==> src/pcd_pkg.sv <==
// Shared types, codes and the CRC-32 byte update for the PNG chunk deframer.
package pcd_pkg;

    // Reflected CRC-32 polynomial and the all-ones init / final xor value.
    localparam logic [31:0] CRC_POLY = 32'hEDB8_8320;
    localparam logic [31:0] ALL_ONES = 32'hFFFF_FFFF;

    // Index of the last byte in a four-byte field.
    localparam logic [1:0] LAST_BYTE_IDX = 2'd3;

    // Field being received; the code is also the field tag on the output.
    typedef enum logic [1:0] {
        PH_LENGTH = 2'd0,
        PH_TYPE   = 2'd1,
        PH_DATA   = 2'd2,
        PH_CRC    = 2'd3
    } pcd_phase_t;

    // Check result codes.
    localparam logic [1:0] ST_NONE     = 2'd0;
    localparam logic [1:0] ST_MATCH    = 2'd1;
    localparam logic [1:0] ST_MISMATCH = 2'd2;

    // One output word as held in the result register.
    typedef struct packed {
        logic [7:0]  out_byte;
        logic [1:0]  field_kind;
        logic [31:0] chunk_length;
        logic [31:0] chunk_type;
        logic        chunk_last;
        logic [1:0]  crc_status;
        logic [31:0] crc_calc;
    } pcd_result_t;

    // Advance the CRC register over one byte, least significant bit first.
    function automatic logic [31:0] pcd_crc_byte(input logic [31:0] crc_in,
                                                 input logic [7:0]  b);
        logic [31:0] c;
        c = crc_in ^ {24'd0, b};
        for (int k = 0; k < 8; k++) begin
            if (c[0])
            begin
                c = (c >> 1) ^ CRC_POLY;
            end
            else
            begin
                c = c >> 1;
            end
        end
        return c;
    endfunction

endpackage

==> src/pcd_stream_if.sv <==
// Valid/ready stream interfaces for the byte input and the tagged result output.
interface pcd_byte_if;
    logic       valid;
    logic       ready;
    logic [7:0] in_byte;

    modport source (output valid, output in_byte, input ready);
    modport sink   (input valid, input in_byte, output ready);
endinterface

interface pcd_result_if;
    logic        valid;
    logic        ready;
    logic [7:0]  out_byte;
    logic [1:0]  field_kind;
    logic [31:0] chunk_length;
    logic [31:0] chunk_type;
    logic        chunk_last;
    logic [1:0]  crc_status;
    logic [31:0] crc_calc;

    modport source (output valid, output out_byte, output field_kind, output chunk_length,
                    output chunk_type, output chunk_last, output crc_status,
                    output crc_calc, input ready);
    modport sink   (input valid, input out_byte, input field_kind, input chunk_length,
                    input chunk_type, input chunk_last, input crc_status,
                    input crc_calc, output ready);
endinterface

==> src/png_chunk_deframer_crc_check.sv <==
// Top level of the PNG chunk deframer with CRC-32 check.
// An accepted input word reaches its result word through the input register, then the
// result register; the byte-wide CRC update sits between the two.
// Throughput: one byte per cycle while the result side does not stall; one result word per input word.
// Reset: rst_n clears both valid bits and returns the parser to the length field
// with the CRC register at all ones; no clearing pass is needed.
module png_chunk_deframer_crc_check (
    input  logic         clk,
    input  logic         rst_n,
    pcd_byte_if.sink     bytes,
    pcd_result_if.source results
);

    pcd_byte_if staged ();

    // Input register.
    pcd_in_stage u_in_stage (
        .clk    (clk),
        .rst_n  (rst_n),
        .bytes  (bytes),
        .staged (staged.source)
    );

    // Parser and result register.
    pcd_parse_stage u_parse_stage (
        .clk     (clk),
        .rst_n   (rst_n),
        .staged  (staged.sink),
        .results (results)
    );

endmodule

==> src/pcd_in_stage.sv <==
// Input register stage: captures one byte and holds it until the parser takes it.
module pcd_in_stage (
    input  logic         clk,
    input  logic         rst_n,
    pcd_byte_if.sink     bytes,
    pcd_byte_if.source   staged
);

    logic       valid_reg;
    logic       valid_next;
    logic [7:0] byte_reg;
    logic       load;

    // The register takes a new word when empty or when its word moves on this cycle.
    assign bytes.ready = !valid_reg || staged.ready;
    assign load        = bytes.valid && bytes.ready;

    always_comb
    begin
        valid_next = valid_reg;
        if (bytes.ready)
        begin
            valid_next = bytes.valid;
        end
    end

    // Valid bit with reset.
    always_ff @(posedge clk or negedge rst_n)
    begin
        if (!rst_n)
        begin
            valid_reg <= 1'b0;
        end
        else
        begin
            valid_reg <= valid_next;
        end
    end

    // Payload needs no reset.
    always_ff @(posedge clk)
    begin
        if (load)
        begin
            byte_reg <= bytes.in_byte;
        end
    end

    assign staged.valid   = valid_reg;
    assign staged.in_byte = byte_reg;

endmodule

==> src/pcd_parse_stage.sv <==
// Chunk parser: tracks the field, runs the CRC and loads the result register.
module pcd_parse_stage
    import pcd_pkg::*;
(
    input  logic         clk,
    input  logic         rst_n,
    pcd_byte_if.sink     staged,
    pcd_result_if.source results
);

    pcd_phase_t  phase_reg, phase_next;
    logic [1:0]  idx_reg, idx_next;
    logic [31:0] length_reg, length_next;
    logic [31:0] remain_reg, remain_next;
    logic [31:0] type_reg, type_next;
    logic [31:0] crc_reg, crc_next;
    logic [31:0] rx_crc_reg, rx_crc_next;
    logic        out_valid_reg, out_valid_next;
    pcd_result_t res_reg, res_next;

    logic [7:0]  b;
    logic [31:0] remain_dec;
    logic [31:0] rx_shifted;
    logic [31:0] crc_final;
    logic        take;

    // A word moves into the result register when that register is free or drains.
    assign staged.ready = !out_valid_reg || results.ready;
    assign take         = staged.valid && staged.ready;

    assign b          = staged.in_byte;
    assign remain_dec = remain_reg - 32'd1;
    assign rx_shifted = {rx_crc_reg[23:0], b};
    assign crc_final  = crc_reg ^ ALL_ONES;

    // Field tracking, CRC update and the result word for the staged byte.
    always_comb
    begin
        phase_next  = phase_reg;
        idx_next    = idx_reg;
        length_next = length_reg;
        remain_next = remain_reg;
        type_next   = type_reg;
        crc_next    = crc_reg;
        rx_crc_next = rx_crc_reg;

        res_next.out_byte     = b;
        res_next.field_kind   = phase_reg;
        res_next.chunk_length = 32'd0;
        res_next.chunk_type   = 32'd0;
        res_next.chunk_last   = 1'b0;
        res_next.crc_status   = ST_NONE;
        res_next.crc_calc     = 32'd0;

        unique case (phase_reg)
            PH_LENGTH:
            begin
                length_next = {length_reg[23:0], b};
                if (idx_reg == LAST_BYTE_IDX)
                begin
                    remain_next = {length_reg[23:0], b};
                    idx_next    = 2'd0;
                    phase_next  = PH_TYPE;
                end
                else
                begin
                    idx_next = idx_reg + 2'd1;
                end
            end
            PH_TYPE:
            begin
                res_next.chunk_length = length_reg;
                type_next = type_reg | ({24'd0, b} << {idx_reg, 3'b000});
                crc_next  = pcd_crc_byte(crc_reg, b);
                if (idx_reg == LAST_BYTE_IDX)
                begin
                    idx_next   = 2'd0;
                    phase_next = (remain_reg == 32'd0) ? PH_CRC : PH_DATA;
                end
                else
                begin
                    idx_next = idx_reg + 2'd1;
                end
            end
            PH_DATA:
            begin
                res_next.chunk_length = length_reg;
                res_next.chunk_type   = type_reg;
                crc_next    = pcd_crc_byte(crc_reg, b);
                remain_next = remain_dec;
                if (remain_dec == 32'd0)
                begin
                    idx_next   = 2'd0;
                    phase_next = PH_CRC;
                end
            end
            PH_CRC:
            begin
                res_next.chunk_length = length_reg;
                res_next.chunk_type   = type_reg;
                rx_crc_next = rx_shifted;
                if (idx_reg == LAST_BYTE_IDX)
                begin
                    res_next.crc_calc     = crc_final;
                    res_next.chunk_last   = 1'b1;
                    res_next.crc_status   = (crc_final == rx_shifted) ? ST_MATCH : ST_MISMATCH;
                    crc_next    = ALL_ONES;
                    type_next   = 32'd0;
                    rx_crc_next = 32'd0;
                    idx_next    = 2'd0;
                    phase_next  = PH_LENGTH;
                end
                else
                begin
                    idx_next = idx_reg + 2'd1;
                end
            end
            default:
            begin
                phase_next = PH_LENGTH;
            end
        endcase
    end

    // Output valid follows the handshake on both sides.
    always_comb
    begin
        out_valid_next = out_valid_reg;
        if (staged.ready)
        begin
            out_valid_next = staged.valid;
        end
    end

    // Chunk state and output valid.
    always_ff @(posedge clk or negedge rst_n)
    begin
        if (!rst_n)
        begin
            phase_reg     <= PH_LENGTH;
            idx_reg       <= 2'd0;
            length_reg    <= 32'd0;
            remain_reg    <= 32'd0;
            type_reg      <= 32'd0;
            crc_reg       <= ALL_ONES;
            rx_crc_reg    <= 32'd0;
            out_valid_reg <= 1'b0;
        end
        else
        begin
            out_valid_reg <= out_valid_next;
            if (take)
            begin
                phase_reg  <= phase_next;
                idx_reg    <= idx_next;
                length_reg <= length_next;
                remain_reg <= remain_next;
                type_reg   <= type_next;
                crc_reg    <= crc_next;
                rx_crc_reg <= rx_crc_next;
            end
        end
    end

    // Result register payload.
    always_ff @(posedge clk)
    begin
        if (take)
        begin
            res_reg <= res_next;
        end
    end

    assign results.valid        = out_valid_reg;
    assign results.out_byte     = res_reg.out_byte;
    assign results.field_kind   = res_reg.field_kind;
    assign results.chunk_length = res_reg.chunk_length;
    assign results.chunk_type   = res_reg.chunk_type;
    assign results.chunk_last   = res_reg.chunk_last;
    assign results.crc_status   = res_reg.crc_status;
    assign results.crc_calc     = res_reg.crc_calc;

`ifndef SYNTHESIS
    // The data field is only entered with bytes left to count.
    a_data_nonzero: assert property (@(posedge clk) disable iff (!rst_n)
        (phase_reg == PH_DATA) |-> (remain_reg != 32'd0 && idx_reg == 2'd0))
        else $error("data field entered with no bytes remaining");

    // A status is reported exactly on chunk end, and only in the crc field.
    a_status_at_end: assert property (@(posedge clk) disable iff (!rst_n)
        results.valid |-> ((results.chunk_last == (results.crc_status != ST_NONE)) &&
                           (!results.chunk_last || results.field_kind == PH_CRC)))
        else $error("crc status outside chunk end");

    // Length field words carry no chunk length or type.
    a_length_clear: assert property (@(posedge clk) disable iff (!rst_n)
        (results.valid && results.field_kind == PH_LENGTH) |->
            (results.chunk_length == 32'd0 && results.chunk_type == 32'd0))
        else $error("length field word carries stale chunk info");

    // After a chunk end is taken the parser restarts at the length field.
    a_restart: assert property (@(posedge clk) disable iff (!rst_n)
        (take && phase_reg == PH_CRC && idx_reg == LAST_BYTE_IDX) |=>
            (phase_reg == PH_LENGTH && crc_reg == ALL_ONES && type_reg == 32'd0))
        else $error("parser did not restart after chunk end");
`endif

endmodule
==> src/flat_wrapper.sv <==
// flat-port wrapper written by rule: the top's interface ports become plain ports
module png_chunk_deframer_crc_check_flat 
  (clk, rst_n, bytes_valid, bytes_in_byte, bytes_ready, results_valid, results_out_byte, results_field_kind, results_chunk_length, results_chunk_type, results_chunk_last, results_crc_status, results_crc_calc, results_ready);
  pcd_byte_if bytes_i ();
  pcd_result_if results_i ();
  input  logic clk;
  input  logic rst_n;
  input wire logic [$bits(bytes_i.valid)-1:0] bytes_valid;
  input wire logic [$bits(bytes_i.in_byte)-1:0] bytes_in_byte;
  output wire logic [$bits(bytes_i.ready)-1:0] bytes_ready;
  output wire logic [$bits(results_i.valid)-1:0] results_valid;
  output wire logic [$bits(results_i.out_byte)-1:0] results_out_byte;
  output wire logic [$bits(results_i.field_kind)-1:0] results_field_kind;
  output wire logic [$bits(results_i.chunk_length)-1:0] results_chunk_length;
  output wire logic [$bits(results_i.chunk_type)-1:0] results_chunk_type;
  output wire logic [$bits(results_i.chunk_last)-1:0] results_chunk_last;
  output wire logic [$bits(results_i.crc_status)-1:0] results_crc_status;
  output wire logic [$bits(results_i.crc_calc)-1:0] results_crc_calc;
  input wire logic [$bits(results_i.ready)-1:0] results_ready;
  assign bytes_i.valid = bytes_valid;
  assign bytes_i.in_byte = bytes_in_byte;
  assign bytes_ready = bytes_i.ready;
  assign results_valid = results_i.valid;
  assign results_out_byte = results_i.out_byte;
  assign results_field_kind = results_i.field_kind;
  assign results_chunk_length = results_i.chunk_length;
  assign results_chunk_type = results_i.chunk_type;
  assign results_chunk_last = results_i.chunk_last;
  assign results_crc_status = results_i.crc_status;
  assign results_crc_calc = results_i.crc_calc;
  assign results_i.ready = results_ready;
  png_chunk_deframer_crc_check u_core (.clk(clk), .rst_n(rst_n), .bytes(bytes_i), .results(results_i));
endmodule
==> config.mk <==
export PLATFORM = sky130hd
export DESIGN_NAME = png_chunk_deframer_crc_check_flat
export DESIGN_NICKNAME = d
export VERILOG_FILES = /design/src/pcd_pkg.sv /design/src/pcd_stream_if.sv /design/src/png_chunk_deframer_crc_check.sv /design/src/pcd_in_stage.sv /design/src/pcd_parse_stage.sv /design/src/flat_wrapper.sv
export SDC_FILE = /design/constraint.sdc
export NUM_CORES = 1
export LEC_CHECK = 0
export ABC_CLOCK_PERIOD_IN_PS = 9600
export BUFFER_PORTS_ARGS = -buffer_cell sky130_fd_sc_hd__buf_4
export CORE_ASPECT_RATIO = 0.6
export CORE_MARGIN = 2
export CORE_UTILIZATION = 55
export CTS_BUF_LIST = sky130_fd_sc_hd__clkbuf_16
export DETAILED_ROUTE_END_ITERATION = 10
export GPL_ROUTABILITY_DRIVEN = 1
export HOLD_SLACK_MARGIN = 0.08
export PLACE_DENSITY = 0.79
export SYNTH_ARGS = -nofsm -noshare
export SYNTH_HDL_FRONTEND = slang
export SYNTH_SLANG_ARGS = --single-unit
==> constraint.sdc <==
create_clock -name clk -period 9.6 [get_ports clk]
set_input_delay 0.96 -clock clk [delete_from_list [all_inputs] [get_ports clk]]
set_output_delay 0.96 -clock clk [all_outputs]
set_load 0.01 [all_outputs]
== After elaboration in Yosys (flattened, before gate mapping) ==
Cells that the tools add are included.

* Register bits: 275
* Word-level logic and storage cells: 117
* Output and inout port bits: 111
* Bits of input ports: 12

* Shifts and indexed selects: 1
* Muxes and demuxes: 47
* Reduce and logical (&&, ||, !) cells: 23
* Add/subtract/negate cells: 2
* Bitwise gates (word level): 18
* Eq/ne operators: 9

{| class="wikitable"
|+ Operators by type and width
! kind !! number
|-
| $mux 32 || 32
|-
| $not 13->14 || 15
|-
| $pmux 32 s2 || 2
|-
| $pmux 32 s3 || 1
|-
| $logic_not 32->1 || 2
|-
| $mux 35 || 1
|-
| $eq 32x32->1 || 1
|-
| $not 32->32 || 1
|-
| $or 32x32->32 || 1
|-
| $shl 8x5->32 || 1
|-
| $sub 32x1->32 const B || 1
|-
| $xor 32x8->32 || 1
|-
| $mux 24 || 1
|-
| $mux 2 || 7
|-
| $reduce_and 3->1 || 3
|-
| $ne 2x2->1 const B || 4
|-
| $pmux 2 s4 || 1
|-
| $reduce_and 2->1 || 4
|-
| $eq 2x2->1 const B || 3
|-
| $reduce_or 3->1 || 2
|-
| $reduce_and 5->1 || 1
|-
| $pmux 2 s2 || 1
|-
| $reduce_bool 2->1 || 2
|-
| $reduce_bool 3->1 || 1
|-
| 8 further kinds || 11
|}

== Longest topological paths before layout ==
* Word-level depth: 25
* Mapped depth: 11
* Mapped depth without buffers: 10

== Cells and area by module ==
From an unflattened synthesis, not the netlist that was laid out.

* Cell total of the unflattened synthesis: 1053
* Area, all modules: 12221.7 um^2

{| class="wikitable"
|+ By module, submodules not included
! module !! sequential area each (um^2) !! area each (um^2) !! instances !! cells each
|-
| pcd_parse_stage || 7241.9 || 11927.7 || 1 || 1041
|-
| pcd_in_stage || 265.3 || 294.0 || 1 || 12
|}

== Least setup slack after synthesis ==
OpenSTA, ideal clock, no wires.

* Path type: in2reg
* Start point: input results_ready
* End point: register u_core.u_parse_stage.length_reg[0]
* Stages on the path: 6
* Required time: 9473 ps
* Data arrival time: 3430 ps
* Library setup time: 127 ps
* Setup slack: 6043 ps
* Path buffers: 1
* Cells stage by stage: nand2b_1 > nand2_1 > inv_2 > nand2_1 > buf_1 > mux2_1

* Cells in the longest elaborated chain, start to end: 3

{| class="wikitable"
|+ Ends and longest elaborated chain
! what !! RTL line !! RTL
|-
| from (decl) || flat_wrapper.sv:19 || <nowiki>input wire logic [$bits(results_i.ready)-1:0] results_ready;</nowiki>
|-
| $logic_or 1x1->1 || pcd_parse_stage.sv:28 || <nowiki>assign staged.ready = !out_valid_reg || results.ready;</nowiki>
|-
| $logic_and 1x1->1 || pcd_parse_stage.sv:29 || <nowiki>assign take = staged.valid && staged.ready;</nowiki>
|-
| named net u_core.u_parse_stage.take || pcd_parse_stage.sv:25 || <nowiki>logic take;</nowiki>
|-
| $reduce_and 2->1 (no source line) || n/a ||
|-
| to (signal assigned) || pcd_parse_stage.sv:156 || <nowiki>length_reg <= length_next;</nowiki>
|-
| to (decl) || pcd_parse_stage.sv:13 || <nowiki>logic [31:0] length_reg, length_next;</nowiki>
|}

The timed path passes the listed nets, and every way through them passes these cells.
A chain may end at the register's enable or synchronous reset.

== Worst setup path in the final report ==
* Start point: register u_core.u_parse_stage.remain_reg[26]
* End point: register u_core.u_parse_stage.phase_reg[0]

* Cells in the longest elaborated chain, start to end: 4
* Elaborated cells between the ends (all ways): 8
* Classes of those cells: add/sub (1); eq/ne (1); mux (3); reduce/logical (3)

{| class="wikitable"
|+ Ends and longest elaborated chain
! what !! RTL line !! RTL
|-
| from (decl) || pcd_parse_stage.sv:14 || <nowiki>logic [31:0] remain_reg, remain_next;</nowiki>
|-
| from (signal assigned) || pcd_parse_stage.sv:157 || <nowiki>remain_reg <= remain_next;</nowiki>
|-
| $sub 32x1->32 or $logic_not 32->1 (tied branches) || pcd_parse_stage.sv:32, pcd_parse_stage.sv:78 ||
|-
| $logic_not 32->1 or $mux 1 (tied branches) || pcd_parse_stage.sv:91, pcd_parse_stage.sv:78 ||
|-
| $ne 2x2->1 (no source line) or $mux 2 (tied branches) || n/a ||
|-
| $reduce_and 5->1 (no source line) or $pmux 2 s4 (tied branches) || n/a ||
|-
| to (signal assigned) || pcd_parse_stage.sv:154 || <nowiki>phase_reg <= phase_next;</nowiki>
|-
| to (decl) || pcd_parse_stage.sv:11 || <nowiki>pcd_phase_t phase_reg, phase_next;</nowiki>
|}

Several ways; a longest one is shown, not always the timed one. The select of a mux whose other input is x is not followed.

==> results.toml <==
[status]
run_status = "complete, no violations"

[synthesis]
ys_top_cells_by_count = "126 x dfrtp_1, 123 x nor2_1, 117 x edfxtp_1"
syn_nets = 1081
synth_area_leaders = "edfxtp_1 29%, dfrtp_1 26%, dfstp_2 6.9%"
yosysTopAreaCell = "edfxtp_1"
synth-edff-count = 117
netlist_area_um2 = 12200
postSynthCellCount = 1060
syn_area_per_cell_um2 = 11.5
synthMostInstantiatedCell = "dfrtp_1"
synth_cell_type_count = 51
ys_async_sr_fraction_pct = 57.5
ys_ff_latch = 275
synth.top_cell.area_share_pct = 28.8
yosysSeqAreaShare_pct = 61.6
synthFlopType = "dfrtp_1"
ys_warn_count = 0

[routing]
drtIter0Drc = 938
vias = 8556
drc = 0
dr.pass1.iters = 5
final_antenna_net_count = 0
vias_per_cell = 5.84
routedWlPerCell_um = 20.0
drt-total-wl_um = 29400

[clock_tree]
clock_sinks = 275
cts_setup_buffers = 0
ctsHtreeMaxLevel = 1
clk_path_buf_depth = 3
cts_resized = 0
clk_latency_ps = 550
clk_pin_slew_ps = 70
cts_tree = "yes"
cts_root_buffer = "clkbuf_16"
cts.hold.buffers_added = 0
cts_made_buffers = 25

[grt]
grt_start_max_net_pins = 103
overflow = 0
grt_pass1_wl_um = 45900
antenna_found_initial = 0
track_usage_pct = 25.4
grt_pass1_vias = 8009

[min_path]
worstHoldEndpoint = "u_core.u_parse_stage.length_reg[26]$_DFFE_PN0P_"
hp-start = "u_core.u_parse_stage.length_reg[26]$_DFFE_PN0P_"
holdPathStages = 1
hold_class = "flop to flop"

[sta]
skew_ps = 24.3
drv_slew = 0
fmax_mhz = 281
relSlewSlack_pct = 15.0
fin_hold_ws_ps = 484
rsz0062_at_grt = "no"
tightest_slew_ps = 1270
fin_setup_tns_ps = 0
hold_violations = 0
layout_setup_ws_ps = 6040
post-route-period-util_pct = 37.1
min_period_ps = 3560
setup_viol = 0

[worst_setup_path]
critPathArrivalTime_ps = 3980
cp-start-kind = "flop"
critPathKind = "flop to flop"
r2r-start = "u_core.u_parse_stage.remain_reg[26]$_DFFE_PN0P_"
critPathCaptureType = "flop"
ff2ff_setup_slack_ps = 6040
r2r-end = "u_core.u_parse_stage.phase_reg[0]$_DFFE_PN0P_"
crit_fanout = 9
ff2ff_path_depth = 8
cp.required_ps = 10010

[power]
total_power_mw = 5.23
ir_worst_vdd_mv = 0.164
p_leak_nw = 5.73
power_density_nw_per_um2 = 367

[layout]
layout-drive-gt1-share_pct = 18.5
final_cell_count_no_fill = 1465
fin_util_pct = 65.0
seq_area_um2 = 7510
fin_nets = 1181
antenna_cells = 0
multiInputGateArea_um2 = 4420
fillers = 1619
fin_area_um2 = 14200
areaGrowthSynthToFinish_pct = 16.8

[floorplan]
coreArea_um2 = 21900
start_util_pct = 55.6
io_pins = 123
rows = 42
die_h_um = 119
die-width_um = 196
die_area_um2 = 23400

[place]
pre_cts_ws_ps = 5650
gp_congestion = 0.918
placedCellCount = 1419
hpwl_um = 19200
port_buffers = 122
dpl_cell_area_um2 = 13400

[job]
drv_cap = 0
==> cells in the final DEF (no fill, tap or decap), drive strengths merged, types with 8 or more instances in the layout <==
cell	count
nand4	14
nand2b	31
o21ai	46
buf	136
nor2b	67
a21oi	95
nor2	123
xor2	41
dfrtp	126
nand3	18
nand2	55
nor4	11
edfxtp	117
inv	18
mux2	35
mux2i	9
clkinv	8
nor3	17
ha	9
xnor2	62
o22ai	28
clkbuf	27
dfstp	32
==> worst max-delay path, stage by stage, from the launching register on <==
cell,delay [ps]
dfrtp_1,470
or4_4,580
or4_1,520
or4_4,600
xor2_1,150
nand4_1,130
o41a_1,490
nor2_1,170
mux2_1,340
==> kinds of logic (layout without fill, tap and decap cells) <==
group                    count (synthesis)  in the layout  synth area share, %
AND/OR/NAND/NOR                        363            363                 15.1
flip-flops                             275            275                 61.6
AO/OA/AOI/OAI                          191            191                 8.69
XOR/XNOR                               103            103                 7.40
buffers and inverters                   75            194                 2.38
multiplexers                            44             44                 3.97
adder cells (fa/ha/maj)                  9              9                0.924
==> final cells by class <==
cell class	instances	area share (%)
tap	286	2.51
multi-input combinational	710	31.0
sequential	275	52.7
clock buffer	27	4.74
timing repair buffer	136	7.19
inverter	12	0.334
clock inverter	19	1.48
==> metal layers <==
layer	GRT usage [%]	vias up	part of all wire [%]	wire, um
li1	-	3899	-	-
met1	41.1	4216	47	13800
met3	6.68	38	11	3180
met5	0	-	0	0
met4	4.31	0	1.3	389
met2	34.6	403	41	11900
==> worst max-delay path by stage <==
stage / startpoint / end / slack, ps / depth (start not counted)
3_5_place_dp: results_ready / u_core.u_parse_stage.remain_reg[12]$_DFFE_PN0P_ / 5650 / 10
6_report: u_core.u_parse_stage.remain_reg[26]$_DFFE_PN0P_ / u_core.u_parse_stage.phase_reg[0]$_DFFE_PN0P_ / 6040 / 8
4_1_cts: u_core.u_parse_stage.remain_reg[26]$_DFFE_PN0P_ / u_core.u_parse_stage.phase_reg[0]$_DFFE_PN0P_ / 6060 / 8
5_1_grt: u_core.u_parse_stage.remain_reg[26]$_DFFE_PN0P_ / u_core.u_parse_stage.phase_reg[0]$_DFFE_PN0P_ / 5890 / 8
3_3_place_gp: results_ready / u_core.u_parse_stage.remain_reg[12]$_DFFE_PN0P_ / 5810 / 10
2_1_floorplan: results_ready / u_core.u_parse_stage.length_reg[0]$_DFFE_PN0P_ / 6040 / 6
==> where the power goes <==
group | internal, mW | switching [mW] | leakage (nW)
Clock | 0.621 | 0.447 | 0.446
Sequential | 1.74 | 0.464 | 3.06
Combinational | 0.889 | 1.07 | 2.23
No activity file was read; power rests on OpenSTA's default activity.
